[config.mk]
export PLATFORM = sky130hd
export DESIGN_NAME = table_integer_square_root
export DESIGN_NICKNAME = d
export VERILOG_FILES = /design/src/rtl/core/tsr_pkg.sv /design/src/rtl/core/table_integer_square_root.sv
export SDC_FILE = /design/constraint.sdc
export NUM_CORES = 1
export LEC_CHECK = 0
export BUFFER_PORTS_ARGS = -buffer_cell sky130_fd_sc_hd__buf_2
export CAP_MARGIN = 20
export CORE_MARGIN = 3
export CORE_UTILIZATION = 25
export CTS_CLUSTER_SIZE = 40
export DETAILED_ROUTE_END_ITERATION = 12
export GPL_TIMING_DRIVEN = 1
export HOLD_SLACK_MARGIN = 0.12
export PLACE_DENSITY_LB_ADDON = 0.2
export SLEW_MARGIN = 20
export SYNTH_ARGS = -nofsm -noshare
export SYNTH_HDL_FRONTEND = slang
export SYNTH_SLANG_ARGS = --single-unit
[constraint.sdc]
create_clock -name clk_i -period 6.2 [get_ports clk_i]
set_input_delay 1.24 -clock clk_i [delete_from_list [all_inputs] [get_ports clk_i]]
set_output_delay 1.24 -clock clk_i [all_outputs]
set_load 0.1 [all_outputs]
[src/rtl/core/tsr_pkg.sv]
`timescale 1ns / 1ps
`default_nettype none
// ----------------------------------------------------------------------------
// tsr_pkg: widths and lookup tables for the table-based square root
// Holds the power-of-two root table (indexed by bit length) and the
// mantissa root table, sqrt(1 + m/32) in Q15.
// ----------------------------------------------------------------------------
package tsr_pkg;

  localparam int unsigned ValueW   = 31;
  localparam int unsigned MantW    = 6;
  localparam int unsigned MantIdxW = MantW - 1;
  localparam int unsigned LenW     = $clog2(ValueW + 1);
  localparam int unsigned RootW    = 16;
  localparam int unsigned ProdW    = 2 * RootW;
  localparam int unsigned FracShift = 15;

  localparam logic [LenW-1:0] MantLen = LenW'(MantW);

  // Integer root of 2^(n-1) for bit length n; entry 0 gives zero for a zero input
  localparam logic [RootW-1:0] POW_ROOT [2**LenW] = '{
    16'd0,     16'd1,     16'd1,     16'd2,     16'd2,     16'd4,     16'd5,
    16'd8,     16'd11,    16'd16,    16'd22,    16'd32,    16'd45,    16'd64,
    16'd90,    16'd128,   16'd181,   16'd256,   16'd362,   16'd512,   16'd724,
    16'd1024,  16'd1448,  16'd2048,  16'd2896,  16'd4096,  16'd5792,  16'd8192,
    16'd11585, 16'd16384, 16'd23170, 16'd32768
  };

  // sqrt(1 + m/32) in Q15
  localparam logic [RootW-1:0] MANT_ROOT [2**MantIdxW] = '{
    16'd32768, 16'd33276, 16'd33776, 16'd34269, 16'd34755, 16'd35235,
    16'd35708, 16'd36174, 16'd36635, 16'd37090, 16'd37540, 16'd37984,
    16'd38423, 16'd38858, 16'd39287, 16'd39712, 16'd40132, 16'd40548,
    16'd40960, 16'd41367, 16'd41771, 16'd42170, 16'd42566, 16'd42959,
    16'd43347, 16'd43733, 16'd44115, 16'd44493, 16'd44869, 16'd45241,
    16'd45611, 16'd45977
  };

  localparam logic [RootW-1:0] RootMax = 16'd45977;

endpackage : tsr_pkg
`default_nettype wire

[src/rtl/core/table_integer_square_root.sv]
`timescale 1ns / 1ps
`default_nettype none
// ----------------------------------------------------------------------------
// table_integer_square_root: pipelined table-based square root approximation
// Returns an approximate root of a 31-bit unsigned value from a bit-length
// table and a mantissa table combined by one 16x16 multiply.
// ----------------------------------------------------------------------------
// Usage:
//   A transaction is accepted at a rising edge where start is high and busy
//   is low. busy is always low: the pipeline takes a new value every cycle.
//   Each result appears on root_approx_o for exactly one cycle with done_o
//   high, once the transaction has passed through every stage listed below,
//   in acceptance order.
//   Throughput: one transaction per cycle, set by the four-stage pipeline
//     stage 1: input register
//     stage 2: bit length (priority encoder)
//     stage 3: mantissa shift and both table lookups
//     stage 4: 16x16 multiply; result is the product shifted right by 15
//   The receiver cannot stall, so no transaction is ever held back.
//   Reset clears all valid bits; data registers are not reset. Results are
//   strobed out only for accepted transactions.
// ----------------------------------------------------------------------------
module table_integer_square_root
  import tsr_pkg::*;
(
  input  wire logic              clk_i,
  input  wire logic              rst_ni,
  input  wire logic              start,
  output logic                   busy,
  input  wire logic [ValueW-1:0] value_i,
  output logic                   done_o,
  output logic [RootW-1:0]       root_approx_o
);

  logic                accept;
  logic                s1_vld_q, s2_vld_q, s3_vld_q, s4_vld_q;
  logic [ValueW-1:0]   s1_val_q, s2_val_q;
  logic [LenW-1:0]     len_d, s2_len_q;
  logic [MantW-1:0]    mant_d;
  logic [LenW-1:0]     shl_amt, shr_amt;
  logic [ValueW-1:0]   shl_val, shr_val;
  logic [RootW-1:0]    pow_q, frac_q;
  logic [ProdW-1:0]    prod_q;

  assign busy   = 1'b0;
  assign accept = start & ~busy;

  // Valid bits
  always_ff @(posedge clk_i or negedge rst_ni) begin
    if (!rst_ni) begin
      s1_vld_q <= 1'b0;
      s2_vld_q <= 1'b0;
      s3_vld_q <= 1'b0;
      s4_vld_q <= 1'b0;
    end else begin
      s1_vld_q <= accept;
      s2_vld_q <= s1_vld_q;
      s3_vld_q <= s2_vld_q;
      s4_vld_q <= s3_vld_q;
    end
  end

  // Stage 1: input register
  always_ff @(posedge clk_i) begin
    if (accept) begin
      s1_val_q <= value_i;
    end
  end

  // Stage 2: bit length of the value
  always_comb begin
    len_d = '0;
    for (int i = 0; i < ValueW; i++) begin
      if (s1_val_q[i]) begin
        len_d = LenW'(i + 1);
      end
    end
  end

  always_ff @(posedge clk_i) begin
    s2_val_q <= s1_val_q;
    s2_len_q <= len_d;
  end

  // Stage 3: normalize to a 6-bit mantissa, then look up both tables
  assign shl_amt = MantLen - s2_len_q;
  assign shr_amt = s2_len_q - MantLen;
  assign shl_val = s2_val_q << shl_amt;
  assign shr_val = s2_val_q >> shr_amt;
  assign mant_d  = (s2_len_q <= MantLen) ? shl_val[MantW-1:0] : shr_val[MantW-1:0];

  always_ff @(posedge clk_i) begin
    pow_q  <= POW_ROOT[s2_len_q];
    frac_q <= MANT_ROOT[mant_d[MantIdxW-1:0]];
  end

  // Stage 4: multiply; Q15 scaling removed at the output
  always_ff @(posedge clk_i) begin
    prod_q <= ProdW'(pow_q) * ProdW'(frac_q);
  end

  assign done_o        = s4_vld_q;
  assign root_approx_o = prod_q[FracShift +: RootW];

  // Assertions
  a_latency: assert property (@(posedge clk_i) disable iff (!rst_ni)
    accept |-> ##4 done_o)
    else $error("accepted transaction not delivered after four cycles");

  a_no_spurious: assert property (@(posedge clk_i) disable iff (!rst_ni)
    done_o |-> $past(accept, 4))
    else $error("result strobed without a matching transaction");

  a_zero: assert property (@(posedge clk_i) disable iff (!rst_ni)
    (accept && value_i == '0) |-> ##4 (root_approx_o == '0))
    else $error("zero input gave a nonzero root");

  a_range: assert property (@(posedge clk_i) disable iff (!rst_ni)
    done_o |-> (root_approx_o <= RootMax))
    else $error("root above table maximum");

endmodule : table_integer_square_root
`default_nettype wire
### Yosys cells after proc, flatten, opt, wreduce, memory -nomap -nowiden

Memory sizes are Yosys's and may differ from the RTL's. A register that Yosys moved wholly into a read port is not among the register bits.
Index checks and enable logic that the tools add are counted.

* latch bits: 0
* memories: 2
* register bits after elaboration: 102
* RAM bits: 0
* word-level logic and storage cells: 57
* input bits: 34
* output and inout port bits: 18
* memory bits (read-only): 1024

* add/subtract/negate cells: 2
* shifts and indexed selects: 2
* multiply operators: 1
* reduce and logical (&&, ||, !) cells: 4
* div/mod/pow operators: 0
* bitwise gates (word level): 2
* mux-type cells: 31
* eq/ne operators: 0
* magnitude comparators: 1

Memories
* (name not given): words 32, bits a word 16, read ports 1, clocked after memory_dff 1, write ports 0, line table_integer_square_root.sv:94 `frac_q <= MANT_ROOT[mant_d[MantIdxW-1:0]];`
* (name not given): words 32, bits a word 16, read ports 1, clocked after memory_dff 1, write ports 0, line table_integer_square_root.sv:93 `pow_q <= POW_ROOT[s2_len_q];`

Operators with widths (count)
* $mux W5: 12
* $mux W4: 8
* $mul A16 B16 Y31: 1
* $shl A31 B5 Y5: 1
* $shr A31 B5 Y5: 1
* $reduce_or A16 Y1: 1
* $mux W3: 5
* $not A5 Y6: 2
* $mux W2: 4
* $reduce_or A8 Y1: 1
* $le A5 B3 Y1 const B: 1
* $sub A3 B5 Y5 const A: 1
* $sub A5 B3 Y5 const B: 1
* $reduce_or A4 Y1: 1
* $mux W1: 2
* $reduce_or A2 Y1: 1

### Logic depth before layout (Yosys ltp)

Gate-level depths: netlist of the first run.

* word-level depth: 30
* gate-level depth with buffers: 24
* gate-level depth less buffers: 23

### Worst setup path before layout of the first run

OpenSTA, ideal clock, no wires.

* kind: register to register
* from: reg frac_q[1]
* to: reg prod_q[30]
* data required time: 6128 ps
* library setup time: 72 ps
* clock period less this slack: 6038 ps
* path slack: 162 ps
* stages on the path, launching flop included: 21
* arrival time: 5965 ps
* buffers on the path: 1
* path through: dfxtp_1 > clkbuf_1 > nand2_1 > fa_1 > fa_1 > inv_1 > fa_1 > fa_1 > fa_1 > inv_1 > fa_1 > inv_1 > ha_1 > a21oi_1 > o21ai_0 > a211oi_1 > o311ai_0 > o311a_1 > a41o_1 > o41ai_1 > xnor2_1

* cells in the longest elaborated chain, start to end: 1

Ends and longest elaborated chain
* start, declared: line table_integer_square_root.sv:42 `logic [RootW-1:0] pow_q, frac_q;`
* $mul A16 B16 Y31: line table_integer_square_root.sv:99 `prod_q <= ProdW'(pow_q) * ProdW'(frac_q);`
* end signal, assigned: line table_integer_square_root.sv:99
* end, declared: line table_integer_square_root.sv:43 `logic [ProdW-1:0] prod_q;`

Every way passes these cells.
A chain may end at the register's enable or synchronous reset.

### Worst setup path in the final report of the first run

* from: reg pow_q[14]
* to: reg prod_q[26]

* cells in the longest elaborated chain, start to end: 1

Ends and longest elaborated chain (line)
* start, declared: table_integer_square_root.sv:42
* $mul A16 B16 Y31: table_integer_square_root.sv:99

Every way passes these cells.

==> results_dict.tcl, run 1 <==
set metrics [dict create \
    outcome "finished, final reports clean" \
    final-instance-count-excl-fill 2125 \
    design_power_total_w 0.00822 \
    clock_insertion_delay_at_the_later_pin_of_the_skew_report_ns 0.46 \
    synth_nets 1697 \
    wl_met2_mm 14.5 \
    clk_root_buffer_cell "sky130_fd_sc_hd__clkbuf_16" \
    detail_route.drc_violations 0 \
    floorplan.initialDensity_pct 25.4 \
    ys_flop_type "sky130_fd_sc_hd__dfxtp_1" \
    core_area_sq_um 51700 \
    num_vias 9164 \
    dp_hpwl_mm 25.4 \
    cts_made_buffers 17 \
    overflow_left_after_global_routing 0 \
    cts-root-to-sink-buffers 2 \
    fraction_of_final_layout_cells_sized_beyond_drive_strength_1_pct 16.0 \
    postSynthCellCount 1360 \
    startpoint_types "flip-flop" \
    worst_hold_path_type "reg2reg" \
    clkSinkCount 117 \
    placedCellCount 2092 \
    die-width_um 235 \
    cp_max_fo 6 \
    layout.cells.most_common "sky130_fd_sc_hd__inv_1" \
    critical_path_arrival_ns 6.32 \
    design.portCount 52 \
    timing.critical_path.mode_cell "sky130_fd_sc_hd__fa_1" \
    top_layer "met4" \
    io_buffers 50 \
    timing.setup.critical_path_class "reg2reg" \
    cp_slowest_cell "sky130_fd_sc_hd__fa_1" \
    cts_hold_buf 0 \
    tightest_slew_ns 1.11 \
    max_slew_margin_pct 26.1 \
    synth.yosys.seq_area_share_pct 20.3 \
    ys_ff_latch 117 \
    n_antenna_cell 0 \
    die_height_um 235 \
    antenna_left 0 \
    die_area_sq_um 55400 \
    p_leak_nw 7.14 \
    cp_num_buf_inv 6 \
    highest_count_cells_in_the_layout_ignoring_fill_and_taps "245 x sky130_fd_sc_hd__inv_1, 176 x sky130_fd_sc_hd__fa_1, 161 x sky130_fd_sc_hd__nand2_1" \
    drv.max_cap_violation_count 0 \
    floorplan.rows 83 \
    ys_warn_count 0 \
    timing.clock.skew_ns 0.0156 \
    wire_length_on_met3_um 759 \
    ys_types 76 \
    tritoncts "yes" \
    routed_wire_length_per_instance_um 14.6 \
    routabilityCongestion 0.778 \
    grt_antenna_before_repair 0 \
    series_of_cell_instances_along_the_critical_path "and2_1 -> fa_1 -> inv_1 -> fa_1 -> fa_1 -> fa_1 -> fa_1 -> fa_1 -> inv_1 -> ha_2 -> a21oi_4 -> o21ai_4 -> a211oi_2 -> buf_4 -> o311ai_2 -> buf_4 -> o311a_4 -> buf_4 -> o21ai_1 -> nand2b_1 -> buf_4 -> xor2_1" \
    m1WireLength_mm 15.3 \
    post_synth_instance_area_sq_um 13200 \
    irDropWorstVdd_mv 0.353 \
    synth_edf_count 31 \
    critical-path-max-stage-delay_ns 0.60 \
    timing.final.hold_violations 0 \
    fmax_mhz 167 \
    timing.final.setup_violations 0 \
    grt_max_degree 33 \
    grt_first_pass_wirelength_mm 50.8 \
    grt_pass1_vias 9648 \
    post-route-period-util_pct 96.4 \
    globalRouteTotalUtil_pct 11.4 \
    power_density_nw_per_um2 541 \
    htreeDepth 4 \
    path_delay_family "adder cells" \
    critical_path_required_ns 6.54 \
    vias_per_cell 4.31 \
    final_period_minus_worst_setup_slack_ns 5.97 \
    path_clk_slew_ns 0.07 \
    drt_pass1_iterations 5 \
    slew_viol_final 0 \
    worst_setup_path_end_kind "flip-flop" \
    area_delta_synth_final_pct 15.6 \
    initialDrtViolationCount 433 \
    average_instance_area_after_synthesis_sq_um 9.67 \
    num-nets-final 1769 \
    postSynth.asyncResetShare_pct 3.42 \
    detail_route.wirelength_mm 31.0 \
]
==> registers in the layout, summed over array words and instances, names as in the netlist <==
register  cells
s3_vld_q      1
s2_vld_q      1
pow_q        16
s2_val_q     31
s1_vld_q      1
done_o        1
s1_val_q     31
s2_len_q      5
prod_q       16
frac_q       14
==> cell usage after synthesis (all sizes together) (3+ instances only) <==
library cell  count  area (sq um)
mux2              8          93.8
and2b             3          22.5
o31ai             4          35.0
xnor2            15           158
a32oi             3          26.3
nand4             4          25.0
mux2i            21           210
fa              177          3540
nor2b             6          37.5
o21bai            4          30.0
nand2b            8          50.1
a31oi             5          31.3
ha              126          1580
a221oi            5          61.3
dfxtp            82          1640
nand2           161           604
buf              19           164
nor2             66           255
a211o             3          27.5
a21oi            33           173
nor3             12          60.1
o21ai            38           190
a21o              8          60.1
o211ai            6          45.0
dfrtp             4           100
a21boi            3          22.5
edfxtp           31           931
a211oi           15           113
clkbuf           38           144
o311ai            5          43.8
nand3            11          55.1
and3              3          18.8
inv             250           938
xor2              6          60.1
mux4             25           582
o21a              7          52.6
nor4              3          18.8
and2            115           719
==> cell type report <==
type / instances / area [sq um]
fill: 5539 / 36500
multi-input combinational: 936 / 9360
sequential: 117 / 2730
inverter: 250 / 938
tap: 680 / 851
timing repair buffer: 110 / 717
clock buffer: 18 / 450
clock inverter: 14 / 163
==> cells by family (layout without fill, tap and decap cells) <==
logic type,count (synthesis),after routing,synth area share [%]
xor gates and xnor gates,21,21,1.66
other,1,1,0.0285
AOI/OAI and AO/OA,155,155,8.06
DFF,117,117,20.3
adders and majority gates,305,305,39.1
buffers and inverters,307,392,9.48
muxes,54,54,6.74
and+or+nand+nor,400,400,14.6
==> through the flow <==
step | utilization, % | area, sq um | TNS (ns) | hold WS (ns) | worst slack (ns)
2_1_floorplan | - | 13200 | 0 | 0.331 | 0.162
3_3_place_gp | 27.8 | 14400 | -1.95 | 0.342 | -0.403
3_5_place_dp | 27.8 | 14400 | -2.18 | 0.336 | -0.486
4_1_cts | 29.1 | 15100 | 0 | 0.349 | 0.00736
5_1_grt | 29.4 | 15200 | -0.153 | 0.363 | -0.0553
6_report | 29.4 | 15200 | 0 | 0.347 | 0.225
==> layer usage <==
metal	vias to the layer above	track usage [%]
met3	24	2.30
met2	91	18.5
met5	-	0
met1	4551	15.4
met4	0	3.08
li1	4498	-
==> final timing paths <==
path	startpoint	end	slack (ns)	depth (start not counted)
worst min-delay path	s3_vld_q	done_o	0.35	0
min in group asynchronous	rst_ni	done_o	0.57	1
max in group asynchronous	rst_ni	s1_vld_q	5.51	1
worst min register to register	s3_vld_q	done_o	0.35	0
worst max-delay path	pow_q[14]	prod_q[26]	0.23	22
worst max register to register	pow_q[14]	prod_q[26]	0.23	22
==> timing repair <==
item	CTS	global route
setup endpoints to repair	6	5
hold endpoints to repair	0	0
gates resized for setup	22	40
pin swaps	2	11
buffers inserted	1	1
==> power breakdown <==
| part | internal (W) | total [W] | switching (W) |
|---|---|---|---|
| Sequential | 0.00100 | 0.00121 | 0.000210 |
| Combinational | 0.00255 | 0.00596 | 0.00341 |
| Clock | 0.000625 | 0.00105 | 0.000422 |
No activity file was read; power rests on OpenSTA's default activity.
==> run 2, diff against run 1 <==
- PLACE_DENSITY_LB_ADDON: 0.2 -> not set
==> results_dict.tcl, run 2 (synthesized netlist as in run 1, its figures left out) <==
set metrics [dict create \
    series_of_cell_instances_along_the_critical_path "buf_2 -> and2_1 -> fa_1 -> inv_1 -> fa_1 -> inv_1 -> fa_1 -> fa_1 -> fa_1 -> inv_1 -> fa_1 -> inv_1 -> ha_4 -> buf_4 -> o21a_1 -> o21ai_2 -> a21o_1 -> o311ai_4 -> o311a_1 -> a41o_1 -> o21a_1 -> nor2_2 -> xnor2_1" \
    finalHoldWorstSlack_ns 0.353 \
    clock_insertion_delay_at_the_later_pin_of_the_skew_report_ns 0.44 \
    floorplan.rows 83 \
    p_leak_nw 7.37 \
    detail_route.drc_violations 0 \
    clk_root_buffer_cell "sky130_fd_sc_hd__clkbuf_16" \
    fmax_mhz 167 \
    grt_pass1_vias 9541 \
    design.portCount 52 \
    routed_wire_length_per_instance_um 13.4 \
    post-route-period-util_pct 96.7 \
    worst_setup_path_end_kind "flip-flop" \
    irDropWorstVdd_mv 0.398 \
    preCtsSetupSlack_ns -0.425 \
    globalRouteTotalUtil_pct 10.6 \
    critical-path-max-stage-delay_ns 0.51 \
    detailed_place.area_sq_um 14600 \
    layout.cells.most_common "sky130_fd_sc_hd__inv_1" \
    num_vias 9329 \
    highest_count_cells_in_the_layout_ignoring_fill_and_taps "243 x sky130_fd_sc_hd__inv_1, 169 x sky130_fd_sc_hd__fa_1, 161 x sky130_fd_sc_hd__nand2_1" \
    drt_pass1_iterations 5 \
    initialDrtViolationCount 595 \
    tightest_slew_ns 1.08 \
    io_buffers 50 \
    registers_with_the_most_flip_flops "s1_val_q: 31 flops, s2_val_q: 31 flops" \
    timing.critical_path.mode_cell "sky130_fd_sc_hd__fa_1" \
    power_density_nw_per_um2 537 \
    timing.final.setup_violations 0 \
    stdcell_area_sq_um 15500 \
    ff_latch_area_sq_um 2740 \
    die-width_um 235 \
    critical_path_required_ns 6.52 \
    area_delta_synth_final_pct 18.1 \
    path_clk_slew_ns 0.06 \
    tritoncts "yes" \
    final_critical_path_setup_slack_ns 0.206 \
    htreeDepth 4 \
    cts_made_buffers 17 \
    grt_antenna_before_repair 0 \
    worstReg2RegStart "pow_q[10]" \
    cts_hold_buf 0 \
    fillerInstances 5386 \
    whs_path_depth 0 \
    die_height_um 235 \
    critical_path_arrival_ns 6.32 \
    startpoint_types "flip-flop" \
    final_period_minus_worst_setup_slack_ns 5.99 \
    timing.final.hold_violations 0 \
    min_from "s1_vld_q" \
    routabilityCongestion 0.875 \
    cp_max_fo 6 \
    slew_viol_final 0 \
    max_slew_margin_pct 28.1 \
    timing.clock.skew_ns 0.0114 \
    overflow_left_after_global_routing 0 \
    vias_per_cell 4.32 \
    drv.max_cap_violation_count 0 \
    detail_route.wirelength_mm 29.0 \
    rr_endpoint "prod_q[29]" \
    die_area_sq_um 55400 \
    multi_input_gate_area_in_the_final_layout_sq_um 9390 \
    rr_worst_depth 23 \
    clkSinkCount 117 \
    core_area_sq_um 51700 \
    antenna_left 0 \
    num-nets-final 1804 \
    r2r_setup_slk_ns 0.21 \
    worst_hold_path_type "reg2reg" \
    floorplan.initialDensity_pct 25.4 \
    dp_hpwl_mm 23.3 \
    outcome "finished, final reports clean" \
    grt_first_pass_wirelength_mm 48.6 \
    final_core_utilization_pct 30.0 \
    hold-path-endpoint "s2_vld_q" \
    cts-root-to-sink-buffers 2 \
    fraction_of_final_layout_cells_sized_beyond_drive_strength_1_pct 18.9 \
    setup_tns_after_final_layout_ns 0 \
    cp_slowest_cell "sky130_fd_sc_hd__fa_1" \
    grt_max_degree 33 \
    timing.setup.critical_path_class "reg2reg" \
]
==> run 2: cell types whose count changed in the layout (fill, tap and decap cells not counted), moves of 2 or more <==
cell                      change
sky130_fd_sc_hd__and2_1       -2
sky130_fd_sc_hd__and2_4       +2
sky130_fd_sc_hd__dfxtp_4      +4
sky130_fd_sc_hd__o21ai_2      +2
sky130_fd_sc_hd__fa_1         -7
sky130_fd_sc_hd__ha_1         -2
sky130_fd_sc_hd__dfxtp_2      -4
sky130_fd_sc_hd__fa_2         +7
sky130_fd_sc_hd__buf_4       +28
sky130_fd_sc_hd__inv_2        +2
sky130_fd_sc_hd__buf_6        +6
sky130_fd_sc_hd__inv_1        -2
==> run 2: through the flow <==
step           total power [W]  std cells
3_5_place_dp           0.00693       2117
2_1_floorplan          0.00521       1360
5_1_grt                0.00933       2160
6_report               0.00834       2161
4_1_cts                0.00811       2149
3_3_place_gp           0.00682       2117
==> run 2: worst max-delay path by stage <==
stage                          from    endpoint  slack (ns)  cells past startpoint
after floorplan           frac_q[1]  prod_q[30]        0.16                     20
after global placement     pow_q[6]  prod_q[30]       -0.24                     21
after detailed placement   pow_q[6]  prod_q[30]       -0.43                     21
after CTS                 pow_q[12]  prod_q[30]       0.004                     22
after global routing      pow_q[10]  prod_q[29]      -0.009                     23
final                     pow_q[10]  prod_q[29]        0.21                     23
==> run 2: cell type report <==
class | count | area share, %
sequential | 117 | 17.6
clock buffer | 18 | 2.90
antenna | 1 | 0.0161
clock inverter | 14 | 1.07
timing repair buffer | 145 | 6.44
inverter | 250 | 6.04
tap | 680 | 5.48
multi-input combinational | 936 | 60.4
==> run 2: critical path: cells and delay by family, from the launching register on <==
family	cells	cell delay [ns]
XOR/XNOR	1	0.12
flip-flops	1	0.38
AO/OA/AOI/OAI	7	1.45
adder cells (fa/ha/maj)	7	3.21
AND/OR/NAND/NOR	2	0.20
buffers and inverters	6	0.52
==> run 2: repair_timing <==
item,in CTS,in global routing
setup buffers,0,12
pin swaps,6,36
endpoints found under the setup margin,5,5
resized for setup,30,62
==> run 2: routing by layer <==
layer / vias up / track usage (%) / part of all wire, %
met4: 0 / 2.29 / 1.1
met1: 4597 / 15.2 / 50
li1: 4586 / - / -
met5: - / 0 / 0
met3: 19 / 1.94 / 2.9
met2: 127 / 16.8 / 46
==> run 2: where the power goes <==
| group | leakage (nW) | switching, W | total (W) | internal (W) |
|---|---|---|---|---|
| Combinational | 6.03 | 0.00346 | 0.00613 | 0.00267 |
| Sequential | 1.05 | 0.000175 | 0.00118 | 0.00100 |
| Clock | 0.298 | 0.000407 | 0.00103 | 0.000626 |
